===== config.mk =====
export PLATFORM = sky130hd
export DESIGN_NAME = bmp_pixel_stream_parser
export DESIGN_NICKNAME = d
export VERILOG_FILES = /design/src/sv/bmp_pkg.sv /design/src/sv/bmp_parse_core.sv /design/src/sv/bmp_out_skid.sv /design/src/sv/bmp_pixel_stream_parser.sv
export SDC_FILE = /design/constraint.sdc
export NUM_CORES = 1
export LEC_CHECK = 0
export ABC_AREA = 1
export BUFFER_PORTS_ARGS = -buffer_cell sky130_fd_sc_hd__buf_2
export CORE_ASPECT_RATIO = 2
export CORE_MARGIN = 2
export CORE_UTILIZATION = 57
export DETAILED_ROUTE_END_ITERATION = 8
export PLACE_DENSITY_LB_ADDON = 0.25
export SLEW_MARGIN = 20
export SYNTH_ARGS = -nofsm -noshare
export SYNTH_HDL_FRONTEND = slang
export SYNTH_SLANG_ARGS = --single-unit
export TNS_END_PERCENT = 30

===== constraint.sdc =====
create_clock -name clock -period 7 [get_ports clock]
set_input_delay 0.7 -clock clock [delete_from_list [all_inputs] [get_ports clock]]
set_output_delay 0.7 -clock clock [all_outputs]
set_load 0.02 [all_outputs]

===== src/sv/bmp_pkg.sv =====
`timescale 1ns / 1ps
package bmp_pkg;

   localparam int unsigned HdrLast   = 53;
   localparam int unsigned MagicIdx  = 1;
   localparam int unsigned WidthLo   = 18;
   localparam int unsigned WidthHi   = 21;
   localparam int unsigned HeightLo  = 22;
   localparam int unsigned HeightHi  = 25;
   localparam logic [7:0]  MagicB    = 8'h42;
   localparam logic [7:0]  MagicM    = 8'h4d;
   localparam logic [12:0] SizeSat   = 13'h1fff;

   typedef enum logic [1:0] {
      KIND_PIXEL     = 2'd0,
      KIND_SIZES     = 2'd1,
      KIND_NOT_BMP   = 2'd2,
      KIND_TOO_LARGE = 2'd3
   } kind_type;

   typedef struct packed {
      kind_type    kind;
      logic [7:0]  red;
      logic [7:0]  green;
      logic [7:0]  blue;
      logic [11:0] column;
      logic [11:0] row;
      logic [12:0] image_width;
      logic [12:0] image_height;
      logic        last;
   } rsp_type;

   function automatic logic [12:0] sat13(input logic [31:0] v);
      logic [12:0] r;
      r = (v > 32'(SizeSat)) ? SizeSat : v[12:0];
      return r;
   endfunction

endpackage


===== src/sv/bmp_parse_core.sv =====
`timescale 1ns / 1ps
module bmp_parse_core #(
   parameter int unsigned MAX_DIM = 4096
) (
   input  logic             clock,
   input  logic             reset,
   input  logic             accept,
   input  logic [7:0]       data_byte,
   input  logic             file_start,
   output logic             res_valid,
   output bmp_pkg::rsp_type res
);
   import bmp_pkg::*;

   localparam int unsigned CntW = (MAX_DIM > 1) ? $clog2(MAX_DIM) : 1;
   localparam logic [31:0] MaxDimW = 32'(MAX_DIM);

   typedef enum logic [2:0] {
      PH_HEADER,
      PH_PIXEL,
      PH_PAD,
      PH_DONE,
      PH_ERROR
   } phase_type;

   phase_type        phase_ff, phase_in, ph;
   logic [5:0]       idx_ff, idx_in, idx;
   logic [31:0]      w_ff, w_in, w_cur;
   logic [31:0]      h_ff, h_in, h_cur;
   logic [CntW-1:0]  col_ff, col_in;
   logic [CntW-1:0]  row_ff, row_in;
   logic [1:0]       bip_ff, bip_in;
   logic [7:0]       blue_ff, blue_in;
   logic [7:0]       green_ff, green_in;
   logic [1:0]       pad_ff, pad_in;
   logic [CntW:0]    col_plus, row_plus;
   logic [CntW+11:0] col_ext, row_ext;
   logic [5:0]       lane_w, lane_h;

   always_comb begin
      ph    = file_start ? PH_HEADER : phase_ff;
      idx   = file_start ? 6'd0 : idx_ff;
      w_cur = file_start ? 32'd0 : w_ff;
      h_cur = file_start ? 32'd0 : h_ff;

      col_plus = {1'b0, col_ff} + {{CntW{1'b0}}, 1'b1};
      row_plus = {1'b0, row_ff} + {{CntW{1'b0}}, 1'b1};
      col_ext  = {12'd0, col_ff};
      row_ext  = {12'd0, row_ff};
      lane_w   = idx - 6'(WidthLo);
      lane_h   = idx - 6'(HeightLo);

      phase_in = ph;
      idx_in   = idx;
      w_in     = w_cur;
      h_in     = h_cur;
      col_in   = col_ff;
      row_in   = row_ff;
      bip_in   = bip_ff;
      blue_in  = blue_ff;
      green_in = green_ff;
      pad_in   = pad_ff;

      res_valid = 1'b0;
      res       = '0;

      unique case (ph)
         PH_HEADER: begin
            if (idx == 6'd0) begin
               blue_in = data_byte;
            end else if (idx == 6'(MagicIdx)
                         && (blue_ff != MagicB || data_byte != MagicM)) begin
               phase_in  = PH_ERROR;
               res_valid = 1'b1;
               res.kind  = KIND_NOT_BMP;
            end else if (idx >= 6'(WidthLo) && idx <= 6'(WidthHi)) begin
               w_in = w_cur | (32'(data_byte) << {lane_w[1:0], 3'b000});
            end else if (idx >= 6'(HeightLo) && idx <= 6'(HeightHi)) begin
               h_in = h_cur | (32'(data_byte) << {lane_h[1:0], 3'b000});
            end
            if (!res_valid) begin
               if (idx != 6'(HdrLast)) begin
                  idx_in = idx + 6'd1;
               end else begin
                  idx_in           = 6'd0;
                  res_valid        = 1'b1;
                  res.image_width  = sat13(w_cur);
                  res.image_height = sat13(h_cur);
                  if (w_cur > MaxDimW || h_cur > MaxDimW) begin
                     phase_in = PH_ERROR;
                     res.kind = KIND_TOO_LARGE;
                  end else begin
                     res.kind = KIND_SIZES;
                     if (w_cur == 32'd0 || h_cur == 32'd0) begin
                        phase_in = PH_DONE;
                     end else begin
                        phase_in = PH_PIXEL;
                        col_in   = '0;
                        row_in   = '0;
                        bip_in   = 2'd0;
                     end
                  end
               end
            end
         end
         PH_PIXEL: begin
            if (bip_ff == 2'd0) begin
               blue_in = data_byte;
               bip_in  = 2'd1;
            end else if (bip_ff == 2'd1) begin
               green_in = data_byte;
               bip_in   = 2'd2;
            end else begin
               bip_in     = 2'd0;
               res_valid  = 1'b1;
               res.kind   = KIND_PIXEL;
               res.red    = data_byte;
               res.green  = green_ff;
               res.blue   = blue_ff;
               res.column = col_ext[11:0];
               res.row    = row_ext[11:0];
               if (32'(col_plus) < w_ff) begin
                  col_in = col_plus[CntW-1:0];
               end else begin
                  col_in = '0;
                  if (32'(row_plus) >= h_ff) begin
                     res.last = 1'b1;
                     phase_in = PH_DONE;
                  end else begin
                     row_in = row_plus[CntW-1:0];
                     pad_in = w_ff[1:0];
                     if (w_ff[1:0] != 2'd0) begin
                        phase_in = PH_PAD;
                     end
                  end
               end
            end
         end
         PH_PAD: begin
            pad_in = pad_ff - 2'd1;
            if (pad_ff == 2'd1) begin
               phase_in = PH_PIXEL;
            end
         end
         default: begin
         end
      endcase
   end

   always_ff @(posedge clock) begin
      if (reset) begin
         phase_ff <= PH_HEADER;
         idx_ff   <= '0;
         w_ff     <= '0;
         h_ff     <= '0;
         col_ff   <= '0;
         row_ff   <= '0;
         bip_ff   <= '0;
         blue_ff  <= '0;
         green_ff <= '0;
         pad_ff   <= '0;
      end else if (accept) begin
         phase_ff <= phase_in;
         idx_ff   <= idx_in;
         w_ff     <= w_in;
         h_ff     <= h_in;
         col_ff   <= col_in;
         row_ff   <= row_in;
         bip_ff   <= bip_in;
         blue_ff  <= blue_in;
         green_ff <= green_in;
         pad_ff   <= pad_in;
      end
   end

endmodule


===== src/sv/bmp_out_skid.sv =====
`timescale 1ns / 1ps
module bmp_out_skid (
   input  logic             clock,
   input  logic             reset,
   input  logic             push,
   input  bmp_pkg::rsp_type push_data,
   output logic             space,
   output logic             out_valid,
   input  logic             out_ready,
   output bmp_pkg::rsp_type out_data
);
   import bmp_pkg::*;

   logic    main_valid_ff, skid_valid_ff;
   rsp_type main_ff, skid_ff;
   logic    pop;

   assign pop       = main_valid_ff && out_ready;
   assign space     = !skid_valid_ff;
   assign out_valid = main_valid_ff;
   assign out_data  = main_ff;

   always_ff @(posedge clock) begin
      if (reset) begin
         main_valid_ff <= 1'b0;
         skid_valid_ff <= 1'b0;
      end else if (skid_valid_ff) begin
         if (pop) begin
            main_ff       <= skid_ff;
            skid_valid_ff <= 1'b0;
         end
      end else if (push) begin
         if (!main_valid_ff || pop) begin
            main_ff       <= push_data;
            main_valid_ff <= 1'b1;
         end else begin
            skid_ff       <= push_data;
            skid_valid_ff <= 1'b1;
         end
      end else if (pop) begin
         main_valid_ff <= 1'b0;
      end
   end

endmodule


===== src/sv/bmp_pixel_stream_parser.sv =====
`timescale 1ns / 1ps
// channel  direction  ports
// req      in         req_valid req_ready req_data_byte req_file_start
// rsp      out        rsp_valid rsp_ready rsp_kind rsp_red rsp_green rsp_blue
//                     rsp_column rsp_row rsp_image_width rsp_image_height rsp_last
//
// one byte accepted per cycle while req_ready is high; the parser state updates in
// the accepting cycle and any result lands in a two-entry output buffer in the
// cycle after; req_ready drops only while both output entries are full
// synchronous reset returns the parser to the file header; no clearing pass
module bmp_pixel_stream_parser #(
   parameter int unsigned MAX_DIM = 4096
) (
   input  logic        clock,
   input  logic        reset,
   input  logic        req_valid,
   output logic        req_ready,
   input  logic [7:0]  req_data_byte,
   input  logic        req_file_start,
   output logic        rsp_valid,
   input  logic        rsp_ready,
   output logic [1:0]  rsp_kind,
   output logic [7:0]  rsp_red,
   output logic [7:0]  rsp_green,
   output logic [7:0]  rsp_blue,
   output logic [11:0] rsp_column,
   output logic [11:0] rsp_row,
   output logic [12:0] rsp_image_width,
   output logic [12:0] rsp_image_height,
   output logic        rsp_last
);
   import bmp_pkg::*;

   logic    fire, res_valid, space;
   rsp_type res, out_data;

   assign req_ready = space;
   assign fire      = req_valid && space;

   bmp_parse_core #(
      .MAX_DIM(MAX_DIM)
   ) u_core (
      .clock      (clock),
      .reset      (reset),
      .accept     (fire),
      .data_byte  (req_data_byte),
      .file_start (req_file_start),
      .res_valid  (res_valid),
      .res        (res)
   );

   bmp_out_skid u_skid (
      .clock     (clock),
      .reset     (reset),
      .push      (fire && res_valid),
      .push_data (res),
      .space     (space),
      .out_valid (rsp_valid),
      .out_ready (rsp_ready),
      .out_data  (out_data)
   );

   assign rsp_kind         = out_data.kind;
   assign rsp_red          = out_data.red;
   assign rsp_green        = out_data.green;
   assign rsp_blue         = out_data.blue;
   assign rsp_column       = out_data.column;
   assign rsp_row          = out_data.row;
   assign rsp_image_width  = out_data.image_width;
   assign rsp_image_height = out_data.image_height;
   assign rsp_last         = out_data.last;

endmodule

==> metrics.md <==
| Metric | Value |
|---|---|
| Status | complete, no violations |
| Peak supply drop | 0.000182 V |
| Total CTS buffers | 24 |
| Seq cells post-synth | 273 |
| Number of global-route vias before repair | 10286 |
| DR pass1 iterations | 6 |
| Crit path kind | primary input to flip-flop |
| # rows | 78 |
| Sequential share of power | 53.3% |
| Top cells by count, synth | 483 x nand2_1, 245 x nor2_1, 154 x edfxtp_1, 134 x a21oi_1, 125 x inv_1 |
| Synthesized area | 12900 um^2 |
| Drt drc | 0 |
| Gate power share | 5.7% |
| Clock sinks | 273 |
| Leakage | 0.00599 uW |
| Fillcell total | 1928 |
| Critical Path RT | 7.19 ns |
| Cells after synthesis | 1589 |
| Antenna violations before repair | 0 |
| FFs w/ async S/R, synth | 0% |
| RSZ-0062 raised after global routing | no |
| Syn Nets | 1635 |
| CTS tree | done |
| Relative slew margins | 24.8% |
| Initial core utilization | 57.6% |
| Synth top area cells | edfxtp_1 36%, dfxtp_1 18%, nand2_1 14% |
| Starting DRC count in detailed routing | 780 |
| Top achievable clock speed | 220 MHz |
| Inserted Diodes | 0 |
| Hold Path Class | flip-flop to flip-flop |
| DIE WIDTH | 111 um |
| Place WS | 1.89 ns |
| Top-count cell post-synth | nand2_1 |
| Worst slew pin tran | 1.12 ns |
| Largest net degree at the start of global routing | 82 |
| H-tree levels | 1 |
| Power Dens Cells | 223 nW/um^2 |
| Vias after detailed routing | 10734 |
| Finished layout cell area | 14300 um^2 |
| Mean routed wirelength per cell | 16.7 um |
| Setup_tns | 0 ns |
| Crit end category | flip-flop |
| IO Count | 92 |
| Clk buf depth | 3 |
| Clock power frac | 41.0% |
| Yosys top cell area share | 35.8% |
| GRT overflow | 0 |
| Leading area contributor after synthesis | edfxtp_1 |
| Later-pin clock latency in the skew report | 0.54 ns |
| Clock Skews | 0.0247 ns |
| Pint | 2450 uW |
| Die ar. | 24000 um^2 |
| Syn Area/Cell | 8.14 um^2 |
| Post-synth top flop | edfxtp_1 |
| Post-synth EDFFs | 154 |
| IO Port Bufs | 91 |
| Share of cells above drive strength 1 | 10.6% |
| Detailed Route WL | 32400 um |
| Setup Viol. Count Final | 0 |
| Post-CTS Setup Repair Bufs | 0 |
| Cts hold-fix bufs | 0 |
| CTS Root Cell | clkbuf_16 |
| Seq/Total Area, Yosys | 54.2% |
| Fin nets | 1690 |
| Core box area | 22400 um^2 |
| First-pass GRT wire length | 51800 um |
| Final hold viol count | 0 |
| # Max-Cap Violations | 0 |
| Arrival @ worst endpoint | 4.73 ns |
| Net Sw Power | 735 uW |
| Total GRT Usage | 26.6% |
| Yosys warns | 0 |
| Switching Fraction | 23.1% |
| Gates resized, CTS repair | 0 |
| Die Ht | 217 um |
| Max FO, Critical Path | 46 |
| Crit path launch type | primary input |
| Via density | 5.53 |
| Layout area overhead | 10.4% |
| Setup ws final | 2.46 ns |
| Detail Route Antenna Nets | 0 |
| Clock Pin Slew Worst Setup and Hold Paths | 0.07 ns |
| Slew Viols, Final | 0 |
| Detailed Place HPWL | 23100 um |
| Dpl cell area | 13500 um^2 |
| Period utilisation layout | 64.8% |
| Placer Congestion | 0.969 |
| Fin crit period | 4.54 ns |
| Synth unique cells | 40 |
==> flip-flops by register name, indices dropped and copies added, names as in the netlist <==
name / cells
u_core.col_ff: 12
u_core.phase_ff: 3
u_core.idx_ff: 6
u_core.bip_ff: 2
u_skid.out_data: 77
u_skid.skid_valid_ff: 1
u_skid.skid_ff: 77
u_core.pad_ff: 2
u_core.green_ff: 8
u_core.h_ff: 32
u_core.blue_ff: 8
u_core.row_ff: 12
u_skid.out_valid: 1
u_core.w_ff: 32
==> final timing paths <==
path	start	to	slack [ns]	depth (start not counted)
max	req_file_start	u_skid.out_data[50]$_DFFE_PP_	2.46	14
min	u_core.green_ff[5]$_SDFFE_PP0P_	u_core.green_ff[5]$_SDFFE_PP0P_	0.45	2
max reg2reg	u_core.idx_ff[1]$_SDFFE_PP0P_	u_skid.out_data[50]$_DFFE_PP_	2.90	13
min reg2reg	u_core.green_ff[5]$_SDFFE_PP0P_	u_core.green_ff[5]$_SDFFE_PP0P_	0.45	2
==> worst max-delay path: stages <==
cell     delay [ns]
buf_2          0.14
inv_2          0.57
nand2_1        0.47
inv_1          0.25
ha_1           0.25
nor3b_2        0.21
nand3_1        0.19
nand2_1        0.13
a21oi_1        0.08
nor2_1         0.13
inv_1          0.09
o21ai_0        0.07
and3_2         0.88
buf_4          0.53
==> per-stage QoR <==
stage | total power (uW) | utilization [%] | instances | hold WS, ns
after floorplan | 1860 | - | 1589 | 0.430
after global placement | 1910 | 60.2 | 1898 | 0.440
after detailed placement | 1910 | 60.2 | 1898 | 0.447
after CTS | 3200 | 63.6 | 1942 | 0.456
after global routing | 3290 | 63.6 | 1942 | 0.472
final | 3190 | 63.6 | 1942 | 0.454
==> cell type report <==
| cell class | count | area [um^2] | area share (%) |
|---|---|---|---|
| clock inverters | 13 | 101 | 0.710 |
| clock buffers | 31 | 668 | 4.68 |
| multi-input cells | 1105 | 5090 | 35.6 |
| flip-flops and latches | 273 | 7010 | 49.1 |
| repair buffers | 104 | 553 | 3.87 |
| inverters | 136 | 510 | 3.58 |
| well taps | 280 | 350 | 2.45 |
==> power by group through the flow <==
stage	sequential [uW]	combinational, uW	clock [uW]
global placement	1730	175	0
floorplan	1730	130	0
finish	1700	182	1310
detailed placement	1730	179	0
global route	1700	203	1380
CTS	1700	181	1320
==> placed cells by master, fill, tap and decap left out, types with 2 or more instances in the layout <==
| master | netlist | routed |
|---|---|---|
| buf_2 | 17 | 91 |
| clkbuf_1 | 41 | 4 |
| o21ai_0 | 39 | 39 |
| xor2_1 | 17 | 17 |
| nand4_1 | 22 | 22 |
| o21ai_1 | 11 | 11 |
| clkbuf_16 | 0 | 25 |
| a21oi_1 | 134 | 134 |
| dfxtp_1 | 119 | 118 |
| inv_2 | 9 | 10 |
| a31oi_1 | 2 | 2 |
| nand3_2 | 2 | 2 |
| nor3_1 | 27 | 27 |
| a221oi_1 | 2 | 2 |
| clkinv_4 | 0 | 2 |
| nor4_1 | 8 | 8 |
| inv_1 | 125 | 125 |
| and3_2 | 0 | 2 |
| edfxtp_1 | 154 | 154 |
| clkinv_2 | 0 | 4 |
| or2_2 | 5 | 5 |
| nor2_1 | 245 | 244 |
| clkbuf_8 | 0 | 2 |
| nor2_2 | 5 | 5 |
| nand3_1 | 50 | 50 |
| clkinv_1 | 2 | 4 |
| o211ai_1 | 2 | 2 |
| buf_4 | 1 | 13 |
| ha_1 | 33 | 33 |
| clkinvlp_4 | 0 | 3 |
| nand2_2 | 5 | 5 |
| nand2_1 | 483 | 483 |
==> kinds of logic (layout without fill, tap and decap cells) <==
logic type,count (synthesis),after routing,share of synthesized area (%)
buffers and inverters,211,284,6.55
xor gates and xnor gates,17,17,1.15
DFF,273,273,54.2
adders and majority gates,33,33,3.19
AOI/OAI and AO/OA,198,198,8.07
and+or+nand+nor,857,857,26.8
==> routing by layer <==
layer  track usage [%]  part of all wire [%]  up-vias
met5                 0                     0        -
met4              11.7                   4.1        0
met3              2.42                   5.7       75
met2              46.9                    50      392
met1              33.3                    40     5019
li1                  -                     -     5248
Power figures use the tool's default switching activity.
